$ cat src/css_ram.sv
// Generic single-clock RAM, one write port, one read port, registered read.
module css_ram #(
  parameter int WIDTH = 8,
  parameter int DEPTH = 16
) (
  input  logic                     clk,
  input  logic                     we,
  input  logic [$clog2(DEPTH)-1:0] waddr,
  input  logic [WIDTH-1:0]         wdata,
  input  logic                     re,
  input  logic [$clog2(DEPTH)-1:0] raddr,
  output logic [WIDTH-1:0]         rdata
);

  logic [WIDTH-1:0] mem [DEPTH];
  logic [WIDTH-1:0] rdata_r;

  always_ff @(posedge clk) begin
    if (we) begin
      mem[waddr] <= wdata;
    end
    if (re) begin
      rdata_r <= mem[raddr];
    end
  end

  assign rdata = rdata_r;

endmodule

$ cat config.mk
export PLATFORM = sky130hd
export DESIGN_NAME = css_ram
export DESIGN_NICKNAME = d
export VERILOG_FILES = /design/src/css_ram.sv
export SDC_FILE = /design/constraint.sdc
export NUM_CORES = 1
export LEC_CHECK = 0
export BUFFER_PORTS_ARGS = -buffer_cell sky130_fd_sc_hd__buf_2
export CAP_MARGIN = 20
export CORE_MARGIN = 1
export CORE_UTILIZATION = 45
export DETAILED_ROUTE_END_ITERATION = 7
export GPL_TIMING_DRIVEN = 0
export PLACE_DENSITY = 0.61
export SLEW_MARGIN = 25
export SYNTH_ARGS = -nofsm -noshare
export SYNTH_HDL_FRONTEND = slang
export SYNTH_SLANG_ARGS = --single-unit
$ cat constraint.sdc
create_clock -name clk -period 2 [get_ports clk]
set_input_delay 0.2 -clock clk [delete_from_list [all_inputs] [get_ports clk]]
set_output_delay 0.2 -clock clk [all_outputs]
set_load 0.03 [all_outputs]
==> results of run 1 <==
[power groups by stage]
stage | clock network (W) | logic [W] | registers, W
3_3_place_gp | 0 | 0.000322 | 0.00328
4_1_cts | 0.00313 | 0.000333 | 0.00323
2_1_floorplan | 0 | 0.000162 | 0.00331
3_5_place_dp | 0 | 0.000332 | 0.00328
6_report | 0.00309 | 0.000328 | 0.00323
5_1_grt | 0.00325 | 0.000352 | 0.00323
[state kept, by name (all words and copies together) (netlist names)]
| signal | flops |
|---|---|
| rdata | 8 |
| mem | 128 |
[path summary, 6_finish.rpt]
path,from,to,slack [ps],cells after the start
max,mem[6][7]$_DFFE_PP_,rdata[7]$_DFFE_PP_,420,3
min,re,rdata[0]$_DFFE_PP_,150,1
max reg2reg,mem[6][7]$_DFFE_PP_,rdata[7]$_DFFE_PP_,420,3
min reg2reg,mem[8][2]$_DFFE_PP_,rdata[2]$_DFFE_PP_,760,3
[worst max-delay path, cell delays in order, from the launching register on]
cell      delay [ps]
edfxtp_1         360
mux4_2           500
a22oi_1          320
nand2_1          130
[final cells by class]
| class | count | area share (%) |
|---|---|---|
| plain buffers | 10 | 1.41 |
| clock buffers | 19 | 7.05 |
| clock inverters | 13 | 2.59 |
| multi-input cells | 83 | 17.5 |
| flip-flops and latches | 136 | 66.5 |
| well taps | 140 | 2.85 |
| repair buffers | 25 | 2.04 |
[logic make-up (layout without fill, tap and decap cells)]
group / count (synthesis) / after routing / synth area share, %
muxes: 32 / 32 / 14.8
buffers and inverters: 10 / 67 / 1.65
AOI/OAI and AO/OA: 16 / 16 / 2.30
DFF: 136 / 136 / 78.1
and+or+nand+nor: 35 / 35 / 3.14
[layer usage]
layer  wire (um)  up-vias  part of all wire [%]
met5           0        -                     0
met4         150        0                   1.6
met3         381        9                   4.0
met2        4580       56                    48
met1        4490     1253                    47
li1            -     1073                     -
[stage by stage]
stage	area, um2	hold WS (ps)	power [W]	util, %
floorplan	5230	299	0.00347	-
global placement	5530	534	0.00360	49.9
detailed placement	5550	562	0.00362	50.1
CTS	6140	141	0.00669	55.4
global route	6140	140	0.00683	55.4
finish	6140	149	0.00665	55.4
[synth_stat cells]
cell | count | share of area (%)
edfxtp_1 | 136 | 78
mux4_2 | 18 | 7.8
a22oi_1 | 16 | 2.3
mux4_1 | 14 | 7.0
nor2_1 | 13 | 0.93
nand2_1 | 9 | 0.65
nor3_1 | 4 | 0.38
buf_2 | 3 | 0.29
buf_6 | 3 | 0.65
clkdlybuf4s25_2 | 3 | 0.57
nand2b_1 | 2 | 0.24
nand3b_1 | 2 | 0.29
and2_1 | 1 | 0.12
and2b_1 | 1 | 0.14
buf_4 | 1 | 0.14
nand3_1 | 1 | 0.096
nor2b_1 | 1 | 0.12
or3b_2 | 1 | 0.17
==> summary.txt, run 1 <==
Outcome
  • Status: finished clean

Yosys
  • Syn_nets: 248
  • Mapped Area: 5230 um2
  • Register bit total from synthesis: approximately 140
  • YS warnings: 0
  • Synth cell types: 18
  • Avg Inst Size Synth: approximately 23 um2
  • Post-synthesis sequential area ratio: between 70% and 80%
  • Cells after Synth: 229

STA
  • Fin. Hold Viols: 0
  • Fin Setup TNS: 0 ps
  • Final min period: 1580 ps
  • Fmax: between 600 and 700 MHz
  • Rel. slew slack: slightly above 40%
  • RSZ-0062 raised after global routing: false
  • Final setup fails: 0
  • Worst-margin pin slew: 882 ps
  • Final WS setup: between 400 and 500 ps
  • Max Clock Skew: 8.00 ps
  • Slew Viols, Final: 0
  • Final period util: around 80%

Power
  • Power share of the clock group: 46.5%
  • P per Cell Area: 1080 nW/um2
  • Net Sw Frac: between 10% and 20%
  • Int Pwr: 0.00539 W
  • Sw power: between 0.001 and 0.0015 W
  • Flop pwr share: 48.5%
  • Leak Pwr: just over 2 nW
  • Max IR drop VDD: 0.000598 V
  • Comb power frac: 4.9%

Global route
  • Antenna violations before repair: 0
  • Grt peak-use layer: met2
  • Number of global-route vias before repair: between 2000 and 2500
  • Global-route wire length before repair: between 10000 and 15000 um
  • GR Layer Usage met1: between 20% and 30%
  • Grt ovf: 0
  • GRT Overall Usage: 17.9%
  • Grt met3 use: under 10%
  • Largest net degree at the start of global routing: 17
  • M2 GR Usage: a little over a quarter

CTS
  • CTS tree: built
  • Post-CTS setup buffers: 0
  • Skew-Pair Late Insertion Delay: around 400 ps
  • Clock root buffer master: clkbuf_16
  • CTS buffer count: 17
  • Clock Path Buffers: 2
  • Post-CTS Resized: 0
  • CTS HTree Levels: 4
  • Clock-pin transition on the worst setup and hold timing paths: about 60 ps
  • Hold buffers post-CTS: 0
  • Sink Count: ~140

Layout
  • Most common cell after layout, fill and taps aside: edfxtp_1
  • Diode count: 0
  • Fillers: roughly 850
  • Area growth syn-to-layout: 17.4%
  • Multi-input gate area: 1080 um2
  • Register area: just over 4000 um2
  • Non-filler instance count after layout: between 400 and 500
  • Layout cells sized above 1: 29.0%
  • Fin nets: 292
  • Most frequent cells in the layout: edfxtp_1, buf_2, mux4_2

Floorplanning
  • Num rows: 38
  • Chip width: 110 um
  • I/O Pins: 27
  • Die area: ~12000 um2
  • Die H: between 100 and 150 um
  • Core ar.: 11100 um2
  • Starting density of the core: around 47%

Critical path
  • Crit path DAT: 1710 ps
  • Crit start category: register
  • WS Path Type: reg -> reg
  • CP required: between 2000 and 2500 ps
  • Kind of end point of the critical path: register
  • Crit Path Max Fanout: 1

Placed design
  • Placed insts: 394
  • Routability Congestion: 0.698
  • IO buf count: 25
  • Pre-CTS setup slack: between 70 and 80 ps
  • Post-DP HPWL: approximately 6100 um

Drt
  • Via count: between 2000 and 2500
  • Drt pass-1 iters: 4
  • Post-Route WL: roughly 9600 um
  • Antenna Nets Post-Route: 0
  • Residual DRC: 0
  • Routed WL per cell: 22.5 um
  • DR vias/cell: 5.61
  • DR iter-0 viols: 155

Min path
  • Tightest Hold Check Type: in -> reg

Job
  • MaxCap Viol Count: 0
No activity file was read; power rests on OpenSTA's default activity.
==> inputs of run 2 (changes only) <==
- PLACE_DENSITY: 0.61 -> 0.63
- clock period: 2 -> 1.3 ns (I/O delays scaled with it)
==> run 2 against run 1 <==
Compared with the run above: clock skew is 4.7 ps lower; first-iteration DRC count is 21% higher; total power grew 54%; non-clock buffer count is the same; the run now ends with negative setup slack left; cell area is 0.35% higher; highest routed layer unchanged; largest cell class unchanged; worst hold slack lost 77 ps; global-route usage up 0.39 points; core utilization increased by 0.19 points; worst setup slack worse by 630 ps; wire length increased by 0.65%.
==> summary.txt, run 2 (same netlist as run 1, synthesis figures left out) <==
Floorplanning
  • Starting density of the core: a little under half
  • Core ar.: between 10000 and 15000 um2
  • Num rows: 38
  • I/O Pins: 27
  • Chip width: 110 um
  • Die H: about 110 um
  • Die area: around 12000 um2

CTS
  • Sink Count: between 100 and 150
  • CTS tree: built
  • Clock root buffer master: clkbuf_16
  • Skew-Pair Late Insertion Delay: approximately 400 ps
  • Clock-pin transition on the worst setup and hold timing paths: 60 ps
  • CTS buffer count: 17
  • Post-CTS setup buffers: 0
  • Clock Path Buffers: 2
  • CTS HTree Levels: 4
  • Hold buffers post-CTS: 0

STA
  • Max Clock Skew: ~3.3 ps
  • Slew Viols, Final: 0
  • Fin. Hold Viols: 0
  • Fmax: between 600 and 700 MHz
  • Rel. slew slack: 44.9%
  • RSZ-0062 raised after global routing: true
  • Final WS setup: -210 ps
  • Final period util: 116%
  • Fin Setup TNS: -1220 ps
  • Final min period: 1510 ps
  • Final Hold Slack: slightly above 70 ps
  • Worst-margin pin slew: approximately 820 ps
  • Final setup fails: 8

Drt
  • Post-Route WL: ~9700 um
  • Antenna Nets Post-Route: 0
  • Drt pass-1 iters: 4
  • Residual DRC: 0
  • Via count: 2347
  • DR vias/cell: 5.51
  • Routed WL per cell: 22.7 um
  • DR iter-0 viols: 188

Outcome
  • Failing checks: negative setup slack
  • Status: complete, but fails checks

Global route
  • Number of global-route vias before repair: 2379
  • GRT Overall Usage: between 10% and 20%
  • Grt ovf: 0
  • Antenna violations before repair: 0
  • Global-route wire length before repair: around 15000 um
  • Largest net degree at the start of global routing: 17

Critical path
  • CP required: 1450 ps
  • Crit start category: register
  • Reg-to-reg setup timing slack: -210 ps
  • Crit path DAT: around 1700 ps
  • WS Path Type: reg -> reg
  • Crit Path Max Fanout: 1
  • Kind of end point of the critical path: register

Layout
  • Fillers: between 800 and 900
  • Diode count: 0
  • Largest reg by FF count: mem
  • Max reg flops: about 130
  • Fin nets: around 290
  • Most common cell after layout, fill and taps aside: edfxtp_1
  • Area growth syn-to-layout: 17.9%
  • Final instance area: 6160 um2
  • Multi-input gate area: roughly 1100 um2
  • Most frequent cells in the layout: edfxtp_1, mux4_2, buf_2
  • Layout cells sized above 1: about two fifths
  • Register area: around 4100 um2

Power
  • Leak Pwr: about 2 nW
  • Max IR drop VDD: about 0.00095 V
  • P per Cell Area: approximately 1700 nW/um2

Min path
  • Tightest Hold Check Type: in -> reg

Placed design
  • Placed instance area: around 5500 um2
  • Routability Congestion: approximately 0.81
  • Post-DP HPWL: around 6200 um
  • IO buf count: 25

Job
  • MaxCap Viol Count: 0
## run 2: changes by cell type in the layout (fill, tap and decap cells not counted), sizes merged
cell	change
bufinv	-1
clkinv	-1
clkinvlp	+2
## run 2: worst max-delay path: stages, from the launching register on
cell	delay, ps
edfxtp_1	390
mux4_2	530
a22oi_2	260
nand2_1	90
## run 2: metal layers
metal	GRT usage, %	part of all wire [%]	up-vias
li1	-	-	1054
met1	25.7	46	1221
met2	27.9	48	64
met3	3.79	4.7	8
met4	7.43	0.84	0
met5	0	0	-
## run 2: path summary, 6_finish.rpt
kind | start | end | depth (start not counted)
hold reg to reg | mem[14][2]$_DFFE_PP_ | rdata[2]$_DFFE_PP_ | 3
setup / recovery | mem[2][3]$_DFFE_PP_ | rdata[3]$_DFFE_PP_ | 3
setup reg to reg | mem[2][3]$_DFFE_PP_ | rdata[3]$_DFFE_PP_ | 3
hold / removal | re | rdata[1]$_DFFE_PP_ | 1
## run 2: repair_timing
| action | in CTS | in global routing |
|---|---|---|
| pin swaps | 3 | 3 |
| endpoints found under the setup margin | 40 | 8 |
| resized for setup | 10 | 1 |
## run 2: power by group
group | switching (W) | internal [W] | total [W]
registers | 0.0000209 | 0.00494 | 0.00496
logic | 0.000329 | 0.000214 | 0.000544
clock network | 0.00172 | 0.00300 | 0.00472
## run 2: final cells by class
| type | instances | area share (%) |
|---|---|---|
| buffer | 10 | 1.95 |
| tap | 140 | 2.84 |
| multi-input combinational | 83 | 17.3 |
| sequential | 136 | 66.3 |
| timing repair buffer | 25 | 2.03 |
| clock inverter | 13 | 2.52 |
| clock buffer | 19 | 7.03 |
## run 2: stage by stage
step	power [W]	std cells	setup WS [ps]	util [%]
2_1_floorplan	0.00537	229	-96.1	-
3_3_place_gp	0.00557	394	-567	49.9
3_5_place_dp	0.00559	394	-533	49.9
4_1_cts	0.0103	426	-175	55.6
5_1_grt	0.0105	426	-234	55.6
6_report	0.0102	426	-210	55.6
==> inputs of run 3 (changes only) <==
- REMOVE_ABC_BUFFERS: not set -> 1
==> run 3 against run 2 <==
Compared with the run above: the run still ends with negative setup slack left; sequential share of layout area grew 0.42 points; flip-flop and latch count unchanged; maximum frequency grew 4.0%; cell area fell by 0.63%; register-to-register slack gained 60 ps; core utilization shrank 0.35 points; critical path type unchanged.
==> summary.txt, run 3 (same netlist as run 1, synthesis figures left out) <==
Drt
  • Via count: roughly 2400
  • Post-Route WL: 9300 um
  • Residual DRC: 0
  • Antenna Nets Post-Route: 0
  • Drt pass-1 iters: 4
  • Routed WL per cell: around 22 um
  • DR vias/cell: roughly 5.7
  • DR iter-0 viols: about 180

STA
  • RSZ-0062 raised after global routing: true
  • Fin. Hold Viols: 0
  • Final WS setup: -151 ps
  • Fmax: 689 MHz
  • Final Hold Slack: 77.6 ps
  • Fin Setup TNS: -861 ps
  • Rel. slew slack: roughly 36%
  • Max Clock Skew: ~8.9 ps
  • Final setup fails: 8
  • Final period util: 112%
  • Slew Viols, Final: 0
  • Worst-margin pin slew: between 900 and 1000 ps
  • Final min period: around 1500 ps

Global route
  • Grt ovf: 0
  • Antenna violations before repair: 0
  • Global-route wire length before repair: 14600 um
  • Largest net degree at the start of global routing: 33
  • Number of global-route vias before repair: between 2000 and 2500
  • GRT Overall Usage: around 18%

Critical path
  • Crit path launch: mem[11][6]$_DFFE_PP_
  • Crit start category: register
  • Reg-to-reg startpoint: mem[11][6]$_DFFE_PP_
  • Crit path DAT: 1580 ps
  • CP required: 1430 ps
  • Crit Path Max Fanout: 1
  • Kind of end point of the critical path: register
  • WS Path Type: reg -> reg

Layout
  • Most frequent cells in the layout: edfxtp_1, mux4_2, buf_2
  • Most common cell after layout, fill and taps aside: edfxtp_1
  • Fin nets: 284
  • Diode count: 0
  • Max reg flops: 128
  • Final core occ: between 50% and 60%
  • Layout cells sized above 1: between 30 and 40%
  • Register area: about 4000 um2
  • Largest reg by FF count: mem
  • Fillers: 831
  • Area growth syn-to-layout: 17.1%
  • Multi-input gate area: around 1100 um2

CTS
  • Sink Count: approximately 140
  • CTS buffer count: 17
  • Skew-Pair Late Insertion Delay: ~400 ps
  • Clock Path Buffers: 2
  • CTS tree: built
  • Clock root buffer master: clkbuf_16
  • Hold buffers post-CTS: 0
  • Clock-pin transition on the worst setup and hold timing paths: around 60 ps
  • CTS HTree Levels: 4

Outcome
  • Failing checks: negative setup slack
  • Status: complete, but fails checks

Job
  • MaxCap Viol Count: 0

Floorplanning
  • Core ar.: 11100 um2
  • Chip width: around 110 um
  • Starting density of the core: 47.2%
  • I/O Pins: 27
  • Die H: between 100 and 150 um
  • Die area: ~12000 um2
  • Num rows: 38

Power
  • Leak Pwr: 1.97 nW
  • P per Cell Area: 1670 nW/um2
  • Max IR drop VDD: about 0.00074 V
  • Total power: around 0.01 W

Placed design
  • Post-DP HPWL: approximately 5500 um
  • Routability Congestion: around 0.70
  • IO buf count: 26

Min path
  • Tightest Hold Check Type: in -> reg
  • Hold Crit Start: re
-- run 3: final timing paths --
| path | slack (ps) | end | cells past startpoint |
|---|---|---|---|
| min | 80 | rdata[2]$_DFFE_PP_ | 1 |
| max reg2reg | -150 | rdata[6]$_DFFE_PP_ | 3 |
| min reg2reg | 760 | rdata[2]$_DFFE_PP_ | 3 |
| max | -150 | rdata[6]$_DFFE_PP_ | 3 |
-- run 3: metal layers --
| metal | track usage, % | wire length, um | up-vias |
|---|---|---|---|
| li1 | - | - | 1044 |
| met1 | 24.1 | 4150 | 1253 |
| met2 | 28.2 | 4690 | 65 |
| met3 | 4.86 | 321 | 9 |
| met4 | 6.95 | 136 | 0 |
| met5 | 0 | 0 | - |
-- run 3: timing repair --
item	CTS	global route
endpoints found under the setup margin	40	13
pin swaps	9	1
resized for setup	25	5
buffers inserted	0	0
-- run 3: cell type report --
type,count,area share (%)
multi-input cells,83,18.2
well taps,140,2.86
flip-flops and latches,136,66.7
clock buffers,17,6.95
clock inverters,15,2.90
repair buffers,27,2.35
-- run 3: where the power goes --
| part | leakage, nW | switching (W) | internal, W |
|---|---|---|---|
| Sequential | 1.24 | 0.0000218 | 0.00494 |
| Clock | 0.282 | 0.00175 | 0.00302 |
| Combinational | 0.449 | 0.000316 | 0.000190 |
-- run 3: stage by stage --
| stage | area, um2 | cells | setup slack (ps) |
|---|---|---|---|
| 5_1_grt | 6120 | 418 | -191 |
| 4_1_cts | 6110 | 418 | -164 |
| 3_3_place_gp | 5450 | 385 | -1070 |
| 6_report | 6120 | 418 | -151 |
| 2_1_floorplan | 5140 | 219 | -323 |
| 3_5_place_dp | 5480 | 386 | -743 |
-- run 3: worst max-delay path, cell delays in order, from the launching register on --
cell      delay [ps]
edfxtp_1         350
mux4_2           480
a22oi_2          240
nand2_2          110
