File: src/css_pkg.sv
// Shared types, constants and arithmetic for the cross stencil smoothing block.
package css_pkg;

  localparam int MAX_WIDTH_DEF = 4096;
  localparam int CHANNELS      = 3;
  localparam int CHAN_W        = 8;
  localparam int PIX_W         = CHANNELS * CHAN_W;
  localparam int CFG_W         = 13;
  localparam int CFG_IDX_W     = 1;
  localparam int ROW_W         = 12;
  localparam int HEIGHT_LIMIT  = 4096;
  localparam int MIN_SIZE      = 3;
  localparam int RESET_WIDTH   = 800;
  localparam int RESET_HEIGHT  = 600;

  typedef enum logic [CFG_IDX_W-1:0] {
    REG_IMAGE_WIDTH  = 1'b0,
    REG_IMAGE_HEIGHT = 1'b1
  } css_reg_t;

  // Per-word position flags handed from the position tracker to the datapath.
  typedef struct packed {
    logic interior;
    logic frame_last;
  } css_flags_t;

  // (4*center + n + s + e + w) >> 3; the 11-bit sum cannot overflow.
  function automatic logic [CHAN_W-1:0] stencil(
    input logic [CHAN_W-1:0] ctr,
    input logic [CHAN_W-1:0] nth,
    input logic [CHAN_W-1:0] sth,
    input logic [CHAN_W-1:0] est,
    input logic [CHAN_W-1:0] wst
  );
    logic [CHAN_W+2:0] sum;
    sum = {1'b0, ctr, 2'b00} + {3'b000, nth} + {3'b000, sth}
        + {3'b000, est} + {3'b000, wst};
    return sum[CHAN_W+2:3];
  endfunction

endpackage

File: src/css_pos.sv
// Frame geometry registers and column/row tracking.
module css_pos
  import css_pkg::*;
#(
  parameter int MAX_WIDTH = MAX_WIDTH_DEF
) (
  input  logic                         clk,
  input  logic                         rst_n,
  input  logic                         cfg_we,
  input  logic [CFG_IDX_W-1:0]         cfg_index,
  input  logic [CFG_W-1:0]             cfg_wdata,
  input  logic                         adv,
  output logic [$clog2(MAX_WIDTH)-1:0] col,
  output logic [$clog2(MAX_WIDTH)-1:0] pf_addr,
  output css_flags_t                   flags
);

  localparam int AW = $clog2(MAX_WIDTH);
  localparam int WW = $clog2(MAX_WIDTH + 1);
  localparam int CW = (WW > CFG_W) ? WW : CFG_W;
  localparam int RST_W = (RESET_WIDTH < MAX_WIDTH) ? RESET_WIDTH : MAX_WIDTH;

  logic [AW-1:0]    w_last_r, w_last_nxt;
  logic [ROW_W-1:0] h_last_r, h_last_nxt;
  logic [AW-1:0]    col_r, col_nxt;
  logic [ROW_W-1:0] row_r, row_nxt;
  logic [CW-1:0]    cw_val;
  logic [CW-1:0]    cw_clamp;
  logic [CFG_W-1:0] ch_clamp;
  logic             row_end;

  // clamp written sizes into the supported range
  always_comb begin
    cw_val = CW'(cfg_wdata);
    priority if (cw_val < CW'(MIN_SIZE))  cw_clamp = CW'(MIN_SIZE);
    else if (cw_val > CW'(MAX_WIDTH))     cw_clamp = CW'(MAX_WIDTH);
    else                                  cw_clamp = cw_val;
    priority if (cfg_wdata < CFG_W'(MIN_SIZE))         ch_clamp = CFG_W'(MIN_SIZE);
    else if (cfg_wdata > CFG_W'(HEIGHT_LIMIT))         ch_clamp = CFG_W'(HEIGHT_LIMIT);
    else                                               ch_clamp = cfg_wdata;
  end

  assign row_end = (col_r == w_last_r);

  always_comb begin
    w_last_nxt = w_last_r;
    h_last_nxt = h_last_r;
    col_nxt    = col_r;
    row_nxt    = row_r;
    if (cfg_we) begin
      unique case (css_reg_t'(cfg_index))
        REG_IMAGE_WIDTH:  w_last_nxt = AW'(cw_clamp - CW'(1));
        REG_IMAGE_HEIGHT: h_last_nxt = ROW_W'(ch_clamp - CFG_W'(1));
        default: ;
      endcase
      col_nxt = '0;
      row_nxt = '0;
    end else if (adv) begin
      if (row_end) begin
        col_nxt = '0;
        row_nxt = (row_r == h_last_r) ? '0 : row_r + ROW_W'(1);
      end else begin
        col_nxt = col_r + AW'(1);
      end
    end
  end

  always_ff @(posedge clk) begin
    if (!rst_n) begin
      w_last_r <= AW'(RST_W - 1);
      h_last_r <= ROW_W'(RESET_HEIGHT - 1);
      col_r    <= '0;
      row_r    <= '0;
    end else begin
      w_last_r <= w_last_nxt;
      h_last_r <= h_last_nxt;
      col_r    <= col_nxt;
      row_r    <= row_nxt;
    end
  end

  assign col     = col_r;
  // fetch the east tap; at row end fetch column 0 for the next row's center
  assign pf_addr = row_end ? '0 : col_r + AW'(1);

  assign flags.interior   = (row_r >= ROW_W'(2)) && (col_r != '0) && !row_end;
  assign flags.frame_last = (row_r == h_last_r) && (col_r == w_last_r - AW'(1));

endmodule

File: config.mk
export PLATFORM = sky130hd
export DESIGN_NAME = css_pos
export DESIGN_NICKNAME = d
export VERILOG_FILES = /design/src/css_pkg.sv /design/src/css_pos.sv
export SDC_FILE = /design/constraint.sdc
export NUM_CORES = 1
export LEC_CHECK = 0
export BUFFER_PORTS_ARGS = -buffer_cell sky130_fd_sc_hd__buf_2
export CAP_MARGIN = 30
export CORE_MARGIN = 10
export CORE_UTILIZATION = 55
export CTS_CLUSTER_SIZE = 20
export DETAILED_ROUTE_END_ITERATION = 10
export GPL_TIMING_DRIVEN = 1
export PLACE_DENSITY_LB_ADDON = 0.2
export REMOVE_ABC_BUFFERS = 1
export SLEW_MARGIN = 25
export SYNTH_ARGS = -nofsm -noshare
export SYNTH_HDL_FRONTEND = slang
export SYNTH_SLANG_ARGS = --single-unit
File: constraint.sdc
create_clock -name clk -period 6.1 [get_ports clk]
set_clock_uncertainty 0.15 [all_clocks]
set_input_delay 0.305 -clock clk [delete_from_list [all_inputs] [get_ports clk]]
set_output_delay 0.305 -clock clk [all_outputs]
set_load 0.01 [all_outputs]
==> out/qor.yml, run 1 <==
yosys:
  synth-async-reset-ratio_pct: 0
  synth_ff_type: "dfxtp_1"
  yosysWarnings: 0
  avgSynthCellArea_um2: 7.80
  netlist_top_cells_area: "dfxtp_1, xnor2_1, nand2_1, nor2_1, xor2_1"
  synth_top_area_share_pct: 29.9
  syn_area_um2: 3210
  netlist_instances: 412
  yosysUniqueCellTypes: 48
  synth_area_leader_cell: "dfxtp_1"
  synth-edff-count: 0
  yosysSeqAreaShare_pct: 29.9
  ys_seq_elements: 48
layout:
  diodes: 0
  drive_above_1_share_pct: 13.5
  syn_to_final_growth_pct: 7.91
  final_area_um2: 3470
  fillerInstances: 530
  nets: 454
  utilization_pct: 62.2
die:
  fp.dieArea_um2: 9300
  die_y_um: 96.4
  start_util_pct: 57.6
  fp.dieW_um: 96.4
  core_um2: 5570
  ios: 44
  num_rows: 27
run_status:
  run_status: "complete, no violations"
sta:
  fin_crit_sh_pct: 52.1
  slew_viol_final: 0
  clock.fmax_mhz: 315
  fin_setup_tns_ns: 0
  fin_crit_ns: 3.18
  setup_viol: 0
  rsz0062_at_grt: "false"
  hold_violations: 0
  relSlewSlack_pct: 51.2
  worst_pin_slew_ns: 0.730
critical_path:
  crit_chain: "inv_1 -> ha_1 -> or4b_2 -> nor3_1 -> xnor2_1 -> nand4_1 -> a2111oi_0 -> buf_2"
  crit_path_end_kind: "primary output"
  critical_path_class: "reg2out"
  cpMaxStageDelayCell: "or4b_2"
  path_buf_inv: 2
  critical-path-max-stage-delay_ns: 0.63
  cp_data_required_time_ns: 5.64
  cp.arrival_ns: 2.72
  cp-start-kind: "flop"
  cpLargestDelayFamily: "simple AND/OR/NAND/NOR gates"
  critical_path.max_fanout: 5
cts:
  cts.sinks: 48
  ctsRootBufferMaster: "clkbuf_8"
  htree_levels: 2
  cts_setup_buffers: 0
  cts-buffers-inserted: 5
  clock_latency_ns: 0.31
  path_clk_slew_ns: 0.09
  hold_buffers: 0
  cts_resized: 0
  cts_tree: "built"
  clk_path_buf_depth: 2
detailed_routing:
  via_count: 3110
  vias_per_cell: 6.18
  drt_wl_total_um: 8320
  ant_nets: 0
  drt-pass1-iter-count: 4
  drtIter0Drc: 139
  drc: 0
  wl_per_cell_um: 16.5
grt:
  antenna_found_initial: 0
  grt_remaining_overflow: 0
  use_met2_pct: 29.4
  grt_pass1_wl_um: 13600
  use_met1_pct: 23.6
  grt_max_degree: 29
  met3_usage_pct: 3.93
  grt_pass1_vias: 2861
  grt_usage_pct: 18.2
  grt.busiest_layer: "met2"
power_and_ir_drop:
  power_mw: 0.626
  leakage_nw: 1.29
  powerDensity_nw_per_um2: 181
  peakVddDrop_mv: 0.111
placed_design:
  routabilityCongestion: 0.899
  dpl.hpwl_um: 6310
  portBuffers: 43
  placed_area_um2: 3370
run:
  maxCapViolations: 0
min_path:
  hold_class: "in2reg"
[Yosys cell counts, types with 2 or more instances]
| cell type | n |
|---|---|
| o31ai_1 | 13 |
| ha_1 | 6 |
| a31oi_1 | 7 |
| xnor2_1 | 31 |
| a31o_2 | 2 |
| nor4_1 | 11 |
| o211a_1 | 3 |
| o21ai_0 | 14 |
| nor2_1 | 33 |
| inv_1 | 8 |
| nand2_1 | 37 |
| and4_1 | 2 |
| dfxtp_1 | 48 |
| and2_1 | 7 |
| xor2_1 | 12 |
| a211oi_1 | 2 |
| o311ai_0 | 3 |
| or4_1 | 11 |
| nand3_1 | 14 |
| a211o_1 | 4 |
| a311oi_1 | 4 |
| nor4b_1 | 2 |
| nand4b_1 | 2 |
| clkbuf_1 | 24 |
| buf_6 | 4 |
| nor3_1 | 17 |
| o211ai_1 | 11 |
| buf_2 | 2 |
| o21a_1 | 6 |
| a21oi_1 | 20 |
| and4b_1 | 2 |
| buf_1 | 2 |
| nand2b_1 | 3 |
| nand3b_1 | 4 |
| nand4_1 | 13 |
| nor2b_1 | 11 |
| and3_1 | 6 |
[registers in the layout, indices dropped and copies added, names as in the netlist]
| signal | count |
|---|---|
| col | 12 |
| h_last_r | 12 |
| row_r | 12 |
| w_last_r | 12 |
[power by group]
group          switching [mW]  internal (mW)  total (mW)
logic                  0.0486         0.0325      0.0811
registers              0.0133          0.324       0.338
clock network           0.115         0.0929       0.208
total                   0.177          0.450       0.626
[cell usage in the layout, fill, tap and decap left out, types with 14 or more instances in the layout]
cell type / Yosys / routed
a21oi_1: 20 / 20
buf_2: 2 / 43
dfxtp_1: 48 / 48
nand2_1: 37 / 37
nand3_1: 14 / 14
nor2_1: 33 / 33
nor3_1: 17 / 16
o21ai_0: 14 / 14
xnor2_1: 31 / 31
[layer usage]
metal	vias to the layer above	routed length [um]
li1	1543	-
met1	1449	3750
met2	101	3750
met3	17	635
met4	0	182
met5	-	0
[area by class of cell]
type	count	area, um2	share of cell area, %
Multi-Input combinational cell	323	2070	59.6
Inverter	8	30.0	0.866
Sequential cell	48	961	27.7
Tap cell	72	90.1	2.60
Timing Repair Buffer	44	223	6.42
Clock inverter	2	13.8	0.397
Clock buffer	6	82.6	2.38
[worst reg2reg max path, stage by stage (launching register included)]
cell	delay, ns
dfxtp_1	0.59
xor2_1	0.13
or4b_1	0.65
or3_4	0.55
or4_1	0.53
a21oi_1	0.17
[cells by family (layout without fill, tap and decap cells)]
group	count (synthesis)	in the layout	share of synthesized area, %
XOR/XNOR	43	43	11.7
flip-flops	48	48	29.9
AND/OR/NAND/NOR	180	180	30.2
adder cells (fa/ha/maj)	6	6	2.34
buffers and inverters	41	60	5.92
AO/OA/AOI/OAI	93	93	19.6
multiplexers	1	1	0.312
[metrics by stage]
stage / cells / hold WS (ns) / setup WS [ns]
6_report: 503 / 0.232 / 2.92
5_1_grt: 503 / 0.271 / 2.75
4_1_cts: 503 / 0.235 / 2.89
3_5_place_dp: 495 / 0.344 / 3.25
3_3_place_gp: 495 / 0.338 / 3.36
2_1_floorplan: 379 / 0.231 / 2.76
[worst paths after layout]
kind | startpoint | endpoint | slack, ns | depth (start not counted)
setup / recovery | w_last_r[0] | flags[0] | 2.92 | 8
hold / removal | cfg_wdata[10] | w_last_r[10] | 0.23 | 4
setup reg to reg | col[2] | row_r[7] | 3.26 | 5
hold reg to reg | h_last_r[5] | h_last_r[5] | 0.36 | 2
Note: power is estimated with default switching activity, not from simulation.
==> inputs of run 2 (changes only) <==
==> constraint.sdc (replaced) <==
create_clock -name clk -period 3.2 [get_ports clk]
set_clock_uncertainty 0.15 [all_clocks]
set_input_delay 0.16 -clock clk [delete_from_list [all_inputs] [get_ports clk]]
set_output_delay 0.16 -clock clk [all_outputs]
set_load 0.01 [all_outputs]
==> out/qor.yml, run 2 (same netlist as run 1, synthesis figures left out) <==
cts:
  path_clk_slew_ns: 0.08  # about the same
  cts_setup_buffers: 0  # unchanged
  cts-buffers-inserted: 5  # unchanged
  htree_levels: 2  # unchanged
  clk_path_buf_depth: 2  # unchanged
  ctsRootBufferMaster: "clkbuf_8"
  clock_latency_ns: 0.31  # about the same
  cts.sinks: 48  # unchanged
  cts_tree: "built"
power_and_ir_drop:
  power_mw: 1.26  # +100%
  clock_power_share_pct: 36.6  # +3.4 points
  switching_share_pct: 25.7  # -2.5 points
  powerDensity_nw_per_um2: 355  # +96%
  p_switching_mw: 0.324  # +84%
  leakage_nw: 1.35  # +4.1%
  internal-power_mw: 0.936  # +110%
  p_comb_share_pct: 12.5  # -0.4 points
  seqPwrFrac_pct: 51.0  # -2.9 points
  peakVddDrop_mv: 0.213  # +91%
critical_path:
  cpMaxStageDelayCell: "or4b_2"
  critical-path-max-stage-delay_ns: 0.63  # about the same
  crit_path_end_kind: "primary output"
  cp_data_required_time_ns: 2.89  # -2.75 ns
  reg2reg_depth: 5  # unchanged
  cp.arrival_ns: 2.71  # about the same
  crit_chain: "inv_1 -> ha_1 -> or4b_2 -> a211o_1 -> a21oi_1 -> a31oi_1 -> a2111oi_1 -> buf_2"
  critical_path_class: "reg2out"
  critical_path.max_fanout: 5  # unchanged
  cp-start-kind: "flop"
detailed_routing:
  drt_wl_total_um: 8520  # +2.4%
  drt-pass1-iter-count: 5  # +1
  drc: 0  # unchanged
  vias_per_cell: 6.12  # -1.1%
  ant_nets: 0  # unchanged
  via_count: 3126  # +0.51%
  drtIter0Drc: 240  # +73%
  wl_per_cell_um: 16.7  # +0.75%
min_path:
  min_path_cells: 4  # unchanged
  hold_class: "in2reg"
sta:
  hold_violations: 0  # unchanged
  worst_pin_slew_ns: 0.699  # -0.0308 ns
  fin_crit_ns: 3.02
  clock.fmax_mhz: 331
  slew_viol_final: 0  # unchanged
  whs_ns: 0.0896  # -0.142 ns
  fin_crit_sh_pct: 94.3
  setup_ws_ns: 0.183  # -2.74 ns
  setup_viol: 0  # unchanged
  rsz0062_at_grt: "false"
  relSlewSlack_pct: 53.3  # +2.1 points
die:
  fp.dieW_um: 96.4  # unchanged
  core_um2: 5570  # unchanged
  fp.dieArea_um2: 9300  # unchanged
  start_util_pct: 57.6  # unchanged
  die_y_um: 96.4  # unchanged
  num_rows: 27  # unchanged
  ios: 44  # unchanged
layout:
  nets: 462  # +1.8%
  diodes: 0  # unchanged
  utilization_pct: 63.7  # +1.5 points
  syn_to_final_growth_pct: 10.6
  final_cell_mix: "dfxtp_1, buf_2, nand2_1, nor2_1, xnor2_1"
  fillerInstances: 510  # -3.8%
  drive_above_1_share_pct: 15.0  # +1.6 points
  final_common_cell: "dfxtp_1"
  final_area_um2: 3550  # +2.5%
grt:
  grt_max_degree: 29  # unchanged
  grt_pass1_vias: 2844  # -0.59%
  grt_pass1_wl_um: 13700  # +0.82%
  grt_usage_pct: 18.3  # +0.15 points
  antenna_found_initial: 0  # unchanged
  grt_remaining_overflow: 0  # unchanged
placed_design:
  routabilityCongestion: 1.04  # +16%
  placed_area_um2: 3430  # +1.8%
  portBuffers: 43  # unchanged
  dpl_worst_slack_ns: 0.508  # -2.74 ns
  dpl.hpwl_um: 6480  # +2.8%
run:
  maxCapViolations: 0  # unchanged
run_status:
  run_status: "complete, no violations"
-- run 2: power by group through the flow --
| stage | clock network (mW) | logic (mW) | registers, mW |
|---|---|---|---|
| 2_1_floorplan | 0 | 0.0974 | 0.650 |
| 3_3_place_gp | 0 | 0.152 | 0.655 |
| 3_5_place_dp | 0 | 0.155 | 0.656 |
| 4_1_cts | 0.468 | 0.156 | 0.642 |
| 5_1_grt | 0.492 | 0.176 | 0.646 |
| 6_report | 0.461 | 0.157 | 0.643 |
-- run 2: path summary, 6_finish.rpt --
| path | from | end | slack [ns] |
|---|---|---|---|
| hold reg to reg | h_last_r[5] | h_last_r[5] | 0.35 |
| setup / recovery | w_last_r[0] | flags[0] | 0.18 |
| setup reg to reg | col[11] | row_r[7] | 0.46 |
| hold / removal | cfg_wdata[10] | h_last_r[10] | 0.09 |
-- run 2: area by class of cell --
class / instances / area (um2) / area share (%)
Clock buffer: 6 / 82.6 / 2.32
Clock inverter: 2 / 38.8 / 1.09
Inverter: 8 / 30.0 / 0.845
Multi-Input combinational cell: 323 / 2070 / 58.2
Sequential cell: 48 / 961 / 27.0
Tap cell: 72 / 90.1 / 2.54
Timing Repair Buffer: 52 / 283 / 7.96
-- run 2: metrics by stage --
stage | setup TNS [ns] | std cells
5_1_grt | 0 | 511
4_1_cts | 0 | 511
3_3_place_gp | 0 | 503
3_5_place_dp | 0 | 503
6_report | 0 | 511
2_1_floorplan | -0.795 | 379
-- run 2: layer usage --
layer,routed length [um],vias up,track usage [%]
met4,163,0,6.90
met1,3750,1435,23.2
met5,0,-,0
met2,3870,113,30.1
met3,733,15,3.70
li1,-,1563,-
-- run 2: timing repair --
action,CTS,global route
hold buffers,0,0
gates resized for setup,0,1
setup endpoints to repair,0,1
-- run 2: worst max-delay path, delay by kind of cell, from the launching register on --
family / cells / cell delay [ns]
compound gates: 4 / 0.91
simple gates: 1 / 0.63
fa+ha+maj: 1 / 0.20
buf+inv: 2 / 0.29
flops: 1 / 0.36
==> inputs of run 3 (changes only) <==
--- a/config.mk
+++ b/config.mk
@@ -5,6 +5,7 @@
 export SDC_FILE = /design/constraint.sdc
 export NUM_CORES = 1
 export LEC_CHECK = 0
+export ABC_AREA = 1
 export BUFFER_PORTS_ARGS = -buffer_cell sky130_fd_sc_hd__buf_2
 export CAP_MARGIN = 30
 export CORE_MARGIN = 10
==> out/qor.yml, run 3 <==
detailed_routing:
  drt-pass1-iter-count: 5  # unchanged
  drtIter0Drc: 222  # -7.5%
  drc: 0  # unchanged
  ant_nets: 0  # unchanged
  via_count: 3286  # +5.1%
  drt_wl_total_um: 8070  # -5.2%
  vias_per_cell: 5.34  # -13%
  wl_per_cell_um: 13.1  # -21%
sta:
  clock.fmax_mhz: 405  # +22%
  slew_viol_final: 0  # unchanged
  fin_crit_ns: 2.47  # -0.548 ns
  setup_viol: 0  # unchanged
  worst_pin_slew_ns: 0.907  # +0.208 ns
  rsz0062_at_grt: "false"
  hold_violations: 0  # unchanged
  whs_ns: 0.0985  # +0.00886 ns
  fin_setup_tns_ns: 0  # unchanged
  setup_ws_ns: 0.731  # +0.548 ns
  fin_crit_sh_pct: 77.2  # -17 points
  relSlewSlack_pct: 39.3  # -14 points
yosys:
  synth_ff_type: "dfxtp_1"
  yosysUniqueCellTypes: 31  # -35%
  avgSynthCellArea_um2: 6.39  # -18%
  netlist_top_cells_area: "dfxtp_1, nand2_1, inv_1, nand3_1, nor2_1"
  synth_top_area_share_pct: 29.5  # -0.36 points
  synth-async-reset-ratio_pct: 0  # unchanged
  ys_seq_elements: 48  # unchanged
  syn_area_um2: 3250  # +1.2%
  yosysMostFrequentCell: "nand2_1"
  synth_area_leader_cell: "dfxtp_1"
  synth-edff-count: 0  # unchanged
  synth_common_cells: "nand2_1, inv_1, nor2_1"
  netlist_instances: 509  # +24%
  yosysWarnings: 0  # unchanged
  yosysSeqAreaShare_pct: 29.5  # -0.36 points
die:
  fp.dieArea_um2: 9390  # +0.96%
  start_util_pct: 58.0  # +0.34 points
  num_rows: 27  # unchanged
  fp.dieW_um: 96.9  # +0.48%
  core_um2: 5610  # +0.61%
  die_y_um: 96.9  # +0.48%
  ios: 44  # unchanged
grt:
  grt_usage_pct: 16.2  # -2.1 points
  grt_pass1_wl_um: 13400  # -2.3%
  antenna_found_initial: 0  # unchanged
  grt_remaining_overflow: 0  # unchanged
  grt_max_degree: 26  # -10%
  grt_pass1_vias: 2911  # +2.4%
cts:
  cts_resized: 0  # unchanged
  htree_levels: 2  # unchanged
  path_clk_slew_ns: 0.08  # about the same
  clk_path_buf_depth: 2  # unchanged
  cts-buffers-inserted: 5  # unchanged
  cts_setup_buffers: 0  # unchanged
  clock_latency_ns: 0.30  # about the same
  cts_tree: "built"
  cts.sinks: 48  # unchanged
  hold_buffers: 0  # unchanged
  ctsRootBufferMaster: "clkbuf_8"
layout:
  syn_to_final_growth_pct: 9.58
  final_cell_mix: "nand2_1, inv_1, nor2_1, dfxtp_1, nand3_1"
  utilization_pct: 63.5  # -0.21 points
  final_area_um2: 3560  # +0.28%
  fillerInstances: 536  # +5.1%
  final_common_cell: "nand2_1"
  finalNonFillerCells: 615  # +20%
  drive_above_1_share_pct: 11.2  # -3.8 points
  diodes: 0  # unchanged
  nets: 567  # +23%
placed_design:
  dpl.hpwl_um: 6210  # -4.2%
  placedCellCount: 608  # +21%
  dpl_worst_slack_ns: 0.657  # +0.149 ns
  placed_area_um2: 3480  # +1.5%
  routabilityCongestion: 0.958  # -8.2%
  portBuffers: 43  # unchanged
power_and_ir_drop:
  powerDensity_nw_per_um2: 345  # -2.8%
  leakage_nw: 1.67  # +24%
  peakVddDrop_mv: 0.204  # -4.1%
  power_mw: 1.23  # -2.5%
critical_path:
  critical_path_class: "reg2out"
  crit_path_end_kind: "primary output"
  path_buf_inv: 1  # -1
  cp-start-kind: "flop"
  cpLargestDelayFamily: "simple AND/OR/NAND/NOR gates"
  critical_path.max_fanout: 4  # -1
  cp.arrival_ns: 2.16  # -0.55 ns
  crit_chain: "nor3_1 -> nand2_1 -> nor2_1 -> nand2_1 -> xnor2_1 -> o2111ai_1 -> nor2_1 -> buf_2"
  reg2reg_setup_slack_ns: 1.19  # +0.73 ns
  cpMaxStageDelayCell: "dfxtp_1"
  cp_data_required_time_ns: 2.89  # about the same
  critical-path-max-stage-delay_ns: 0.38  # -0.25 ns
run_status:
  run_status: "complete, no violations"
min_path:
  hold_class: "in2reg"
run:
  maxCapViolations: 0  # unchanged
==> run 3: cell families (layout without fill, tap and decap cells) <==
| logic type | Yosys count | count (layout) | synth area share [%] |
|---|---|---|---|
| fa+ha+maj | 6 | 6 | 2.31 |
| xor+xnor | 42 | 42 | 11.3 |
| compound gates | 76 | 76 | 12.4 |
| simple gates | 249 | 249 | 33.7 |
| flops | 48 | 48 | 29.5 |
| buf+inv | 88 | 122 | 10.7 |
==> run 3: final cells by class <==
cell class	count	area [um2]	share of cell area, %
timing repair buffer	44	223	6.25
inverter	71	267	7.48
multi-input combinational	373	1940	54.5
clock buffer	5	68.8	1.93
tap	72	90.1	2.53
clock inverter	2	12.5	0.351
sequential	48	961	27.0
==> run 3: report_power, final <==
group / total [mW] / internal [mW] / switching (mW)
registers: 0.655 / 0.624 / 0.0313
clock network: 0.351 / 0.148 / 0.203
logic: 0.223 / 0.0854 / 0.138
==> run 3: worst register-to-register path: cells and delay by family, from the launching register on <==
kind / cells / cell delay, ns
and+or+nand+nor: 4 / 0.96
DFF: 1 / 0.50
xor gates and xnor gates: 1 / 0.21
AOI/OAI and AO/OA: 1 / 0.08
==> run 3: worst paths after layout <==
check | start | to | cells past startpoint
setup / recovery | w_last_r[0] | flags[0] | 8
hold / removal | cfg_wdata[10] | w_last_r[10] | 5
setup reg to reg | col[2] | col[7] | 6
hold reg to reg | h_last_r[6] | h_last_r[6] | 2
==> run 3: metal layers <==
| metal | vias to the layer above | share of wire (%) | track usage (%) |
|---|---|---|---|
| li1 | 1701 | - | - |
| met1 | 1470 | 47 | 21.2 |
| met2 | 105 | 46 | 26.4 |
| met3 | 10 | 5.5 | 3.26 |
| met4 | 0 | 0.92 | 4.06 |
| met5 | - | 0 | 0 |
